### src/rtl/sbf_pkg.sv
// Shared types and constants for the separable box filter.
// No dependencies; imported by every module of the block.
`timescale 1ns / 1ps

package sbf_pkg;

  // Configuration port widths and register indexes.
  localparam int CFG_IW = 2;
  localparam int CFG_DW = 13;
  localparam logic [CFG_IW-1:0] REG_KERNEL_SIZE  = 2'd0;
  localparam logic [CFG_IW-1:0] REG_IMAGE_WIDTH  = 2'd1;
  localparam logic [CFG_IW-1:0] REG_IMAGE_HEIGHT = 2'd2;
  localparam logic [CFG_IW-1:0] REG_COLOR_MODE   = 2'd3;

  // Field widths fixed by the register map.
  localparam int KW  = 4;
  localparam int WFW = 11;
  localparam int HFW = 13;
  localparam int RW_ROW = 14;

  // Input beat commands.
  localparam logic CMD_PIXEL = 1'b0;
  localparam logic CMD_FLUSH = 1'b1;

  typedef struct packed {
    logic       cmd;
    logic [7:0] in_ch0;
    logic [7:0] in_ch1;
    logic [7:0] in_ch2;
  } pix_in_t;

  typedef struct packed {
    logic [7:0] out_ch0;
    logic [7:0] out_ch1;
    logic [7:0] out_ch2;
    logic       frame_end;
  } pix_out_t;

  typedef enum logic [2:0] {
    S_IDLE,
    S_ACC,
    S_MULH,
    S_HV,
    S_UPD,
    S_MULV,
    S_OUT
  } state_t;

  // Commands from the controller to the datapath.
  typedef struct packed {
    logic shift;
    logic acc_start;
    logic acc_step;
    logic mul_h;
    logic hv_load;
    logic upd;
    logic mul_v;
    logic out_load;
    logic step;
  } ctl_cmd_t;

  // Status from the datapath to the controller.
  typedef struct packed {
    logic in_done;
    logic q_valid;
    logic acc_last;
    logic o_valid;
    logic out_busy;
  } ctl_stat_t;

endpackage

### src/rtl/sbf_controller.sv
// Sequencing state machine for the separable box filter.
// Depends on sbf_pkg; drives sbf_datapath through ctl_cmd_t.
`timescale 1ns / 1ps

module sbf_controller import sbf_pkg::*; (
  input  logic      clk,
  input  logic      rst,
  input  logic      in_valid,
  input  logic      in_cmd,
  input  ctl_stat_t stat,
  output ctl_cmd_t  ctl,
  output logic      in_stall
);

  state_t state;
  state_t state_next;

  // State register.
  always_ff @(posedge clk) begin
    if (rst) begin
      state <= S_IDLE;
    end else begin
      state <= state_next;
    end
  end

  // New beats are taken only between items.
  assign in_stall = (state != S_IDLE);

  // Next state and datapath commands.
  always_comb begin
    state_next = state;
    ctl        = '0;
    case (state)
      S_IDLE: begin
        // A flush before the last pixel is dropped without effect.
        if (in_valid && !(!stat.in_done && in_cmd == CMD_FLUSH)) begin
          ctl.shift = 1'b1;
          if (stat.q_valid) begin
            ctl.acc_start = 1'b1;
            state_next    = S_ACC;
          end else begin
            ctl.step = 1'b1;
          end
        end
      end
      S_ACC: begin
        ctl.acc_step = 1'b1;
        if (stat.acc_last) begin
          state_next = S_MULH;
        end
      end
      S_MULH: begin
        ctl.mul_h  = 1'b1;
        state_next = S_HV;
      end
      S_HV: begin
        ctl.hv_load = 1'b1;
        state_next  = S_UPD;
      end
      S_UPD: begin
        ctl.upd = 1'b1;
        if (stat.o_valid) begin
          state_next = S_MULV;
        end else begin
          ctl.step   = 1'b1;
          state_next = S_IDLE;
        end
      end
      S_MULV: begin
        ctl.mul_v  = 1'b1;
        state_next = S_OUT;
      end
      S_OUT: begin
        if (!stat.out_busy) begin
          ctl.out_load = 1'b1;
          ctl.step     = 1'b1;
          state_next   = S_IDLE;
        end
      end
      default: begin
        state_next = S_IDLE;
      end
    endcase
  end

endmodule

### config.mk
export PLATFORM = sky130hd
export DESIGN_NAME = sbf_controller
export DESIGN_NICKNAME = d
export VERILOG_FILES = /design/src/rtl/sbf_pkg.sv /design/src/rtl/sbf_controller.sv
export SDC_FILE = /design/constraint.sdc
export NUM_CORES = 1
export LEC_CHECK = 0
export BUFFER_PORTS_ARGS = -buffer_cell sky130_fd_sc_hd__buf_2
export CORE_AREA = 3 3 40 42
export CTS_BUF_LIST = sky130_fd_sc_hd__clkbuf_8
export DETAILED_ROUTE_END_ITERATION = 8
export DIE_AREA = 0 0 43 45
export GPL_TIMING_DRIVEN = 0
export PLACE_DENSITY_LB_ADDON = 0.3
export SYNTH_ARGS = -nofsm -noshare
export SYNTH_HDL_FRONTEND = slang
export SYNTH_SLANG_ARGS = --single-unit
### constraint.sdc
create_clock -name clk -period 3.21 [get_ports clk]
set_input_delay 0.642 -clock clk [delete_from_list [all_inputs] [get_ports clk]]
set_output_delay 0.642 -clock clk [all_outputs]
set_load 0.01 [all_outputs]
After elaboration in Yosys (flattened, before gate mapping) --
Cells that the tools add are included.
Storage, ports and cells: flip-flop bits (word level) 3, bits of input ports 9, output and inout bits 10, word-level logic and storage cells 38
Operators by class: equality and inequality tests 10, muxes and demuxes 20, reductions and logical operators 7
Operator list (count):
- case mux 3 bit (7 select lines) | 1
- 2-to-1 mux 3 bit | 5
- 2-to-1 mux 1 bit | 10
- equality test 3 bit, second input constant | 3
- != test 2 bit, second input constant | 4
- equality test 3 x 2 -> 1 bit, second input constant | 2
- 2-to-1 mux 2 bit | 3
- AND reduction 4 bit | 1
- equality test 3 x 1 -> 1 bit, second input constant | 1
- zero test 3 bit | 1
- case mux 1 bit (3 select lines) | 1
- nonzero test 3 bit | 1
- logical AND 1 bit | 2
- zero test 1 bit | 2

Longest topological paths before layout --
Gate-level depths: netlist of run 1.
word-level depth 6, depth in mapped cells 4, depth with buffers taken out 3

Worst setup path before layout of run 1 --
Ideal clock, no wire load.
path kind input -> output, from in stat[4] in the netlist's numbering, to out ctl[0] in the netlist's numbering, arrival time 1.408 ns, data required time 2.568 ns, path slack 1.160 ns, cell stages on the path 3, buffers on the path 0, cells stage by stage nand2b_1 > and4_1 > a221o_1
RTL lines:
- start, declared | line sbf_controller.sv:10 | input ctl_stat_t stat,
- end, declared | line sbf_controller.sv:11 | output ctl_cmd_t ctl,

==> results.md, run 1 <==
- Period minus WS final: around 2.2 ns
- Max-slew violations: 0
- Routability cong.: approximately 0.73
- Synth cell types: 29
- Max FFs per register: 3
- Utilization after layout: 0.3681
- Critical path cell sequence: buf_2, nand2b_1, and4_1, a221o_1, buf_2
- WL/cell: around 11 um
- Slew HR: 0.7280
- Unrepaired setup endpoints after global routing: false
- Worst-Margin Slew: just over 0.4 ns
- Final Skew: around 0.0027 ns
- Die width: 43 um
- CP startpoint kind: input port
- Clock transition at path regs: about 0.030 ns
- Slowest stage cell on the critical path: a221o_1
- Area growth from synthesis to layout: 48.24%
- Final WL: about 800 um
- # hold bufs at CTS: 0
- Hold crit path type: reg2reg
- FF-to-FF Start: state[0]$_SDFFE_PP0P_
- Power Total: between 0.3 and 0.4 mW
- CP peak stage delay: about 0.34 ns
- Worst-path maximum fanout: 3
- Min-delay src: state[0]$_SDFFE_PP0P_
- Worst hold slack: approximately 0.6 ns
- HPWL Detailed: about 630 um
- DRT Pass-1 Iters: 4
- Required time worst endpoint: approximately 2.6 ns
- Peak VDD IR: 0.0002246 V
- Outcome: complete, no violations
- WP buf/inv: 2
- Core area: 0.001285 sq mm
- CTS tree: done
- Setup TNS: 0 ns
- H-tree depth: 1
- Site row count: 13
- Cells after Synth: 39
- Leading cell type in the layout, fill and taps excluded: buf_2
- Clk buf depth: 2
- Seq cells post-synth: 3
- Setup Viol. Count Final: 0
- Share of cells above drive strength 1: 0.4918
- Biggest register: state
- PD cells: between 600 and 700 mW/mm^2
- Register area share after synthesis: 0.1882
- Post_cts resized: 0
- Final net count: between 70 and 80
- Die area: between 0.0015 and 0.002 sq mm
- Delay-heaviest family, CP: simple AND/OR/NAND/NOR gates
- Avg Cell Area, Syn: approximately 8 sq um
- Clock Latency Late Sink: around 0.21 ns
- Leakage: between 0.2 and 0.25 nW
- Endpoints failing hold: 0
- Post-route cell area: roughly 470 sq um
- Yosys warns: 0
- Max_cap viols: 0
- Period utilization: 0.6944
- PortBufs: 18
- Top Registers: state (3)
- Synthesized Nets: 48
- Root Buffer: clkbuf_8
- CTS Sinks: 3
- Initial core utilization: 0.2483
- Via count: about 350
- Setup CP Type: in2out
- CP most frequent cell: buf_2
- N_diodes: 0
- Die Ht: 45 um
- DRC errors left: 0
- DR vias/cell: roughly 4.6
- I/O pin total: 19
- Routed Antenna Nets: 0
- Leading cell types in the layout, fill and taps excluded: 19 x buf_2, 5 x nor2_1, 3 x clkbuf_8, 3 x dfxtp_1
- Worst Setup SP: stat[4]
- Grt total ovfl: 0
- Post-Syn Area: 319.1 sq um
- Fmax achieved: around 0.45 GHz
- First-pass GRT wire length: 1359 um
- Setup Buffers After CTS: 0
- Iter 0 DRT Violations: 10
- CTS Buf Count: 3
- Dpl cell area: ~430 sq um
- Largest net degree at the start of global routing: 11
- GR Util All Layers: 0.09492
- Crit. End Element: output port
- Number of global-route vias before repair: ~300
- Initial antenna violation count: 0
- Critical Path AT: about 1.6 ns
==> cell type report <==
type	instances	area [sq um]
Buffer	3	23.77
Clock buffer	3	41.29
Clock inverter	1	3.754
Fill cell	131	812.0
Inverter	2	7.507
Multi-Input combinational cell	31	227.7
Sequential cell	3	60.06
Tap cell	15	18.77
Timing Repair Buffer	18	90.09
==> report_power, final <==
part | switching [mW] | internal [mW]
combinational | 0.0836 | 0.0771
clock | 0.0230 | 0.0812
sequential | 0.00548 | 0.0462
total | 0.112 | 0.205
==> per-layer routing <==
layer  up-vias  track usage  wire length (um)
li1        185            -                 -
met1       153       0.1349               364
met2        14       0.1138               370
met3         0      0.05578                69
met4         0      0.03614                 0
met5         -            0                 0
==> through the flow <==
step / instances / setup slack (ns)
after CTS: 76 / 0.9802
after global placement: 72 / 0.9865
after global routing: 76 / 0.9573
final: 76 / 0.9808
after detailed placement: 72 / 0.9802
after floorplan: 39 / 1.160
==> cells by family after synthesis <==
family,count (synthesis),share of synthesized area
AOI/OAI and AO/OA,6,0.1530
buffers and inverters,5,0.09801
DFF,3,0.1882
muxes,1,0.07058
and+or+nand+nor,24,0.4902
==> cell usage after synthesis <==
cell type | instances | area, sq um
nand2_1 | 1 | 3.750
and2_2 | 1 | 7.510
o41ai_1 | 1 | 8.760
buf_2 | 1 | 5.000
nand2b_4 | 1 | 13.76
nand2b_1 | 1 | 6.260
a211o_2 | 1 | 10.01
nor3_1 | 2 | 10.01
a2bb2oi_1 | 1 | 8.760
and4_1 | 1 | 8.760
nor4_1 | 1 | 6.260
inv_2 | 1 | 3.750
and2_1 | 2 | 12.51
a221o_1 | 1 | 10.01
mux4_2 | 1 | 22.52
nor4bb_1 | 1 | 10.01
nor2b_1 | 2 | 12.51
o21ai_0 | 1 | 5.000
inv_1 | 1 | 3.750
and3_1 | 1 | 6.260
a31oi_1 | 1 | 6.260
or3_1 | 1 | 6.260
dfxtp_1 | 3 | 60.06
buf_6 | 1 | 11.26
nor4_2 | 1 | 12.51
nor2_1 | 5 | 18.77
buf_4 | 1 | 7.510
or2_1 | 1 | 6.260
nor3b_1 | 2 | 15.01
==> worst register-to-register path, delay by kind of cell, from the launching register on <==
family	cells	cell delay (ns)
multiplexers	1	0.46
flip-flops	1	0.31
buffers and inverters	1	0.14
AND/OR/NAND/NOR	2	0.26
==> final timing paths <==
check                          endpoint  slack (ns)  cells after the start
setup / recovery                 ctl[0]        0.98                      5
hold reg to reg   state[0]$_SDFFE_PP0P_        0.62                      2
hold / removal    state[0]$_SDFFE_PP0P_        0.62                      2
setup reg to reg  state[2]$_SDFFE_PP0P_        1.94                      4
Power figures use the tool's default switching activity.
==> inputs of run 2 (changes only) <==
clock period = 1.8 ns   (was 3.21 ns; I/O delays follow)
==> run 2 against run 1 <==
Critical path depth unchanged. Clock power up 78%. Utilization up 1.6 points. Sequential power up 83%. Worst setup slack worse by 0.91 ns. First-iteration DRC count up 30%. Non-clock buffer count up 2. Register-to-register slack worse by 1.5 ns. Sequential share of layout area down 0.26 points. Wire length up 4.2%. Critical path type is now reg2out.
==> results.md, run 2 (same netlist as run 1, synthesis figures left out) <==
- Top Registers: state (3)
- Routed Antenna Nets: 0 (unchanged)
- H-tree depth: 1 (unchanged)
- Slew HR: 0.7292 (+0.001183)
- Leading cell types in the layout, fill and taps excluded: 19 x buf_2, 5 x nor2_1, 3 x clkbuf_8
- Routability cong.: 0.7335 (unchanged)
- I/O pin total: 19 (unchanged)
- Max_cap viols: 0 (unchanged)
- Period utilization: 0.9601
- Worst-path maximum fanout: 9 (+6)
- Fillers: 130 (-0.76%)
- Core area: 0.001285 sq mm (unchanged)
- HPWL Detailed: 629.6 um (unchanged)
- Worst flop-to-flop path endpoint: state[2]$_SDFFE_PP0P_
- Peak VDD IR: 0.0004637 V (+110%)
- CP peak stage delay: 0.34 ns (about the same)
- CP startpoint kind: flip-flop
- Clock Latency Late Sink: 0.21 ns (about the same)
- Clk buf depth: 2 (unchanged)
- Final Skew: 0.002050 ns (-0.0006172 ns)
- Clock transition at path regs: 0.03 ns (about the same)
- WL/cell: 10.74 um (+1.6%)
- Die area: 0.001935 sq mm (unchanged)
- Crit. End Element: output port
- PortBufs: 18 (unchanged)
- Worst-Margin Slew: 0.4025 ns (-0.001758 ns)
- WHS Path Cells: 2 (unchanged)
- Max FFs per register: 3 (unchanged)
- Hold crit path type: in2reg
- Leakage: 0.2595 nW (+4.7%)
- Required time worst endpoint: 1.44 ns (-1.13 ns)
- Largest net degree at the start of global routing: 11 (unchanged)
- Reg-to-reg slack, setup: 0.40 ns (-1.54 ns)
- FF-to-FF Start: state[0]$_SDFFE_PP0P_
- Root Buffer: clkbuf_8
- Iter 0 DRT Violations: 13 (+3)
- DR vias/cell: 4.705 (+1.6%)
- Unrepaired setup endpoints after global routing: false
- DRC errors left: 0 (unchanged)
- CTS Buf Count: 3 (unchanged)
- Area growth from synthesis to layout: 54.51%
- Grt total ovfl: 0 (unchanged)
- CTS tree: done
- Fmax achieved: between 0.5 and 0.6 GHz
- Outcome: complete, no violations
- Period minus WS final: 1.728 ns
- CTS Sinks: 3 (unchanged)
- Leading cell type in the layout, fill and taps excluded: buf_2
- Slowest stage cell on the critical path: a221o_1
- Initial antenna violation count: 0 (unchanged)
- Initial core utilization: 0.2483 (unchanged)
- Via count: 367 (+4.3%)
- Setup Viol. Count Final: 0 (unchanged)
- Worst setup margin: 0.07178 ns (-0.9091 ns)
- Final net count: 73 (+2.8%)
- Die width: 43 um (unchanged)
- First-pass GRT wire length: 1359 um (unchanged)
- DRT Pass-1 Iters: 4 (unchanged)
- GR Util All Layers: 0.09492 (unchanged)
- Dpl ws: 0.1342 ns (-0.8460 ns)
- Critical Path AT: 1.37 ns (-0.22 ns)
- Post-route cell area: 493.0 sq um (+4.2%)
- Setup CP Type: reg2out
- Share of cells above drive strength 1: 0.5238 (+0.03201)
- Dpl cell area: 427.9 sq um (unchanged)
- Final WL: 838 um (+4.2%)
- Max-slew violations: 0 (unchanged)
- # hold bufs at CTS: 0 (unchanged)
- Endpoints failing hold: 0 (unchanged)
- Setup TNS: 0 ns (unchanged)
- N_diodes: 0 (unchanged)
- Critical path cell sequence: buf_6, inv_2, and4_1, a221o_1, buf_2
- R2R cell count: 5 (+1)
- Site row count: 13 (unchanged)
- Die Ht: 45 um (unchanged)
- Biggest register: state
- Number of global-route vias before repair: 299 (unchanged)
- PD cells: 1197 mW/mm^2 (+79%)
- Worst Setup SP: state[0]$_SDFFE_PP0P_
- Critical Path Sink: ctl[0]
==> run 2: layout make-up <==
class,instances,area [sq um],share of cell area
buffer,3,27.53,0.05584
clock buffer,3,41.29,0.08376
clock inverter,1,3.754,0.007614
inverter,2,7.507,0.01523
multi-input combinational,31,227.7,0.4619
sequential,3,61.31,0.1244
tap,15,18.77,0.03807
timing repair buffer,20,105.1,0.2132
==> run 2: routing by layer <==
| metal | routed length [um] | vias to the layer above | GRT usage |
|---|---|---|---|
| li1 | - | 190 | - |
| met1 | 359 | 158 | 0.1349 |
| met2 | 399 | 19 | 0.1138 |
| met3 | 78 | 0 | 0.05578 |
| met4 | 0 | 0 | 0.03614 |
| met5 | 0 | - | 0 |
==> run 2: power breakdown <==
group,switching [mW],internal (mW)
registers,0.0105,0.0841
clock network,0.0404,0.145
logic,0.153,0.157
total,0.204,0.386
==> run 2: worst min path at each step <==
stage / start / to
after floorplan: rst / state[2]$_SDFFE_PP0P_
after global placement: rst / state[2]$_SDFFE_PP0P_
after detailed placement: rst / state[2]$_SDFFE_PP0P_
final: rst / state[2]$_SDFFE_PP0P_
after global routing: rst / state[2]$_SDFFE_PP0P_
after CTS: rst / state[2]$_SDFFE_PP0P_
==> run 2: through the flow <==
step	util	total power [mW]	hold WS [ns]	std cells
CTS	0.3681	0.5727	0.3585	76
global route	0.3836	0.6430	0.3664	78
global placement	0.3330	0.3821	0.5805	72
detailed placement	0.3330	0.3815	0.5813	72
finish	0.3836	0.5901	0.3633	78
floorplan	-	0.2994	0.4306	39
==> run 2: critical path: cells and delay by family (launching register included) <==
| family | cells | cell delay, ns |
|---|---|---|
| AOI/OAI and AO/OA | 1 | 0.34 |
| and+or+nand+nor | 1 | 0.18 |
| DFF | 1 | 0.32 |
| buffers and inverters | 3 | 0.32 |
==> run 2: what timing repair did <==
action / in CTS / in global routing
setup endpoints to repair: 0 / 1
setup buffers: 0 / 2
resized for setup: 0 / 2
==> inputs of run 3 (changes only) <==
REMOVE_ABC_BUFFERS = 1   (was unset)
==> run 3 against run 2 <==
Combinational power shrank 16%. Utilization is 0.19 points lower. Clock skew decreased by 0.0017 ns. Cell count down 1.3%.
==> results.md, run 3 (same netlist as run 1, synthesis figures left out) <==
- Share of cells above drive strength 1: 0.5484 (+0.02458)
- Required time worst endpoint: 1.44 ns (about the same)
- FF-to-FF Start: state[1]$_SDFFE_PP0P_
- Clock Latency Late Sink: 0.21 ns (about the same)
- Peak VDD IR: 0.0004677 V (+0.85%)
- GR Util All Layers: 0.1007 (+0.005828)
- Max-slew violations: 0 (unchanged)
- Critical Path AT: 1.36 ns (about the same)
- Core area: 0.001285 sq mm (unchanged)
- Area growth from synthesis to layout: 53.73%
- I/O pin total: 19 (unchanged)
- PD cells: 1166 mW/mm^2 (-2.6%)
- Crit. End Element: output port
- Largest net degree at the start of global routing: 13 (+2)
- Iter 0 DRT Violations: 5 (-8)
- NetSw: 0.2026 mW (-0.81%)
- Die width: 43 um (unchanged)
- Combinational Power Share: 0.453 (-0.073)
- R2R cell count: 4 (-1)
- PortBufs: 18 (unchanged)
- # hold bufs at CTS: 0 (unchanged)
- Hold crit path type: in2reg
- Grt total ovfl: 0 (unchanged)
- Min-delay src: rst
- Die area: 0.001935 sq mm (unchanged)
- First-pass GRT wire length: 1400 um (+3.0%)
- Clk buf depth: 2 (unchanged)
- Reg-to-reg slack, setup: 0.47 ns (+0.07 ns)
- CP startpoint kind: flip-flop
- Leakage: 0.2546 nW (-1.9%)
- Setup TNS: 0 ns (unchanged)
- Initial antenna violation count: 0 (unchanged)
- WHS Path Cells: 2 (unchanged)
- CTS Sinks: 3 (unchanged)
- Leading cell type in the layout, fill and taps excluded: buf_2
- Period minus WS final: 1.724 ns (-0.003782 ns)
- Number of global-route vias before repair: 320 (+7.0%)
- Outcome: complete, no violations
- Biggest register: state
- Routed Antenna Nets: 0 (unchanged)
- Unrepaired setup endpoints after global routing: false
- Worst-path maximum fanout: 11 (+2)
- Setup Viol. Count Final: 0 (unchanged)
- CTS tree: done
- Final WL: 858 um (+2.4%)
- H-tree depth: 1 (unchanged)
- Seq pwr share: 0.218 (+0.058)
- Power Internal: 0.3694 mW (-4.3%)
- Top Registers: state (3)
- DR vias/cell: 4.727 (+0.47%)
- Clock share of power: 0.329 (+0.015)
- Fmax achieved: 0.5799 GHz (+0.22%)
- Setup CP Type: reg2out
- Via count: 364 (-0.82%)
- Routability cong.: 0.7117 (-3.0%)
- Period utilization: 0.9580 (-0.002101)
- Worst flop-to-flop path endpoint: state[0]$_SDFFE_PP0P_
- DRC errors left: 0 (unchanged)
- Final net count: 72 (-1.4%)
- Sw frac: 0.3542 (+0.008063)
- Max FFs per register: 3 (unchanged)
- N_diodes: 0 (unchanged)
- HPWL Detailed: 580.5 um (-7.8%)
- Die Ht: 45 um (unchanged)
- Power Total: 0.5720 mW (-3.1%)
- Slew HR: 0.7256 (-0.003603)
- DRT Pass-1 Iters: 4 (unchanged)
- Leading cell types in the layout, fill and taps excluded: 18 x buf_2, 5 x nor2_1, 4 x buf_4
- CTS Buf Count: 3 (unchanged)
- Max_cap viols: 0 (unchanged)
- Utilization after layout: 0.3817 (-0.001948)
- Hold Path End: state[2]$_SDFFE_PP0P_
- WL/cell: 11.14 um (+3.7%)
- Final Skew: 0.0003407 ns (-0.001709 ns)
- Site row count: 13 (unchanged)
- Clock transition at path regs: 0.03 ns (about the same)
- Root Buffer: clkbuf_8
- Endpoints failing hold: 0 (unchanged)
- Worst-Margin Slew: 0.4079 ns (+0.005355 ns)
- Initial core utilization: 0.2483 (unchanged)
-- run 3: cell types whose count changed in the layout (fill, tap and decap cells not counted) --
cell,change
buf_2,-1
dfxtp_4,+3
dfxtp_2,-1
buf_4,+2
dfxtp_1,-2
buf_6,-2
-- run 3: per-layer routing --
metal,share of wire,up-vias,GRT usage
met5,0,-,0
met4,0.031,0,0.09036
li1,-,191,-
met1,0.50,156,0.1253
met3,0.070,2,0.02789
met2,0.40,15,0.1407
-- run 3: stage by stage --
| step | setup slack [ns] | hold slack [ns] | area (sq um) | std cells |
|---|---|---|---|---|
| floorplan | 0.2696 | 0.4306 | 295.3 | 36 |
| global placement | 0.1027 | 0.5806 | 404.1 | 69 |
| detailed placement | 0.1013 | 0.5823 | 404.1 | 69 |
| CTS | 0.01096 | 0.3517 | 452.9 | 73 |
| global route | 0.001145 | 0.3592 | 490.5 | 77 |
| finish | 0.07556 | 0.3574 | 490.5 | 77 |
-- run 3: what timing repair did --
action	4_1_cts	5_1_grt
setup buffers	0	4
resized for setup	3	3
endpoints found under the setup margin	1	1
-- run 3: final cells by class --
type	instances	area [sq um]
Timing Repair Buffer	22	120.1
Clock buffer	3	41.29
Multi-Input combinational cell	31	227.7
Fill cell	140	794.5
Tap cell	15	18.77
Inverter	2	7.507
Clock inverter	1	3.754
Sequential cell	3	71.32
-- run 3: how the worst max path moves through the flow --
stage,startpoint,end,slack [ns],depth (start not counted)
after floorplan,state[2]$_SDFFE_PP0P_,ctl[0],0.27,3
after global placement,state[1]$_SDFFE_PP0P_,ctl[0],0.10,4
after detailed placement,state[1]$_SDFFE_PP0P_,ctl[0],0.10,4
after CTS,state[1]$_SDFFE_PP0P_,ctl[0],0.01,4
after global routing,state[0]$_SDFFE_PP0P_,ctl[0],0.001,4
final,state[0]$_SDFFE_PP0P_,ctl[0],0.08,4
-- run 3: power by group through the flow --
stage                     combinational [mW]  sequential (mW)  clock (mW)
after global placement                 0.227            0.128           0
after detailed placement               0.228            0.128           0
after CTS                              0.229            0.130       0.193
after floorplan                        0.160            0.114           0
final                                  0.259            0.125       0.188
after global routing                   0.287            0.130       0.204
-- run 3: worst max-delay path, cell delays in order (launching register included) --
cell     delay (ns)
dfxtp_4        0.40
inv_2          0.09
and4_1         0.19
a221o_1        0.34
buf_2          0.14
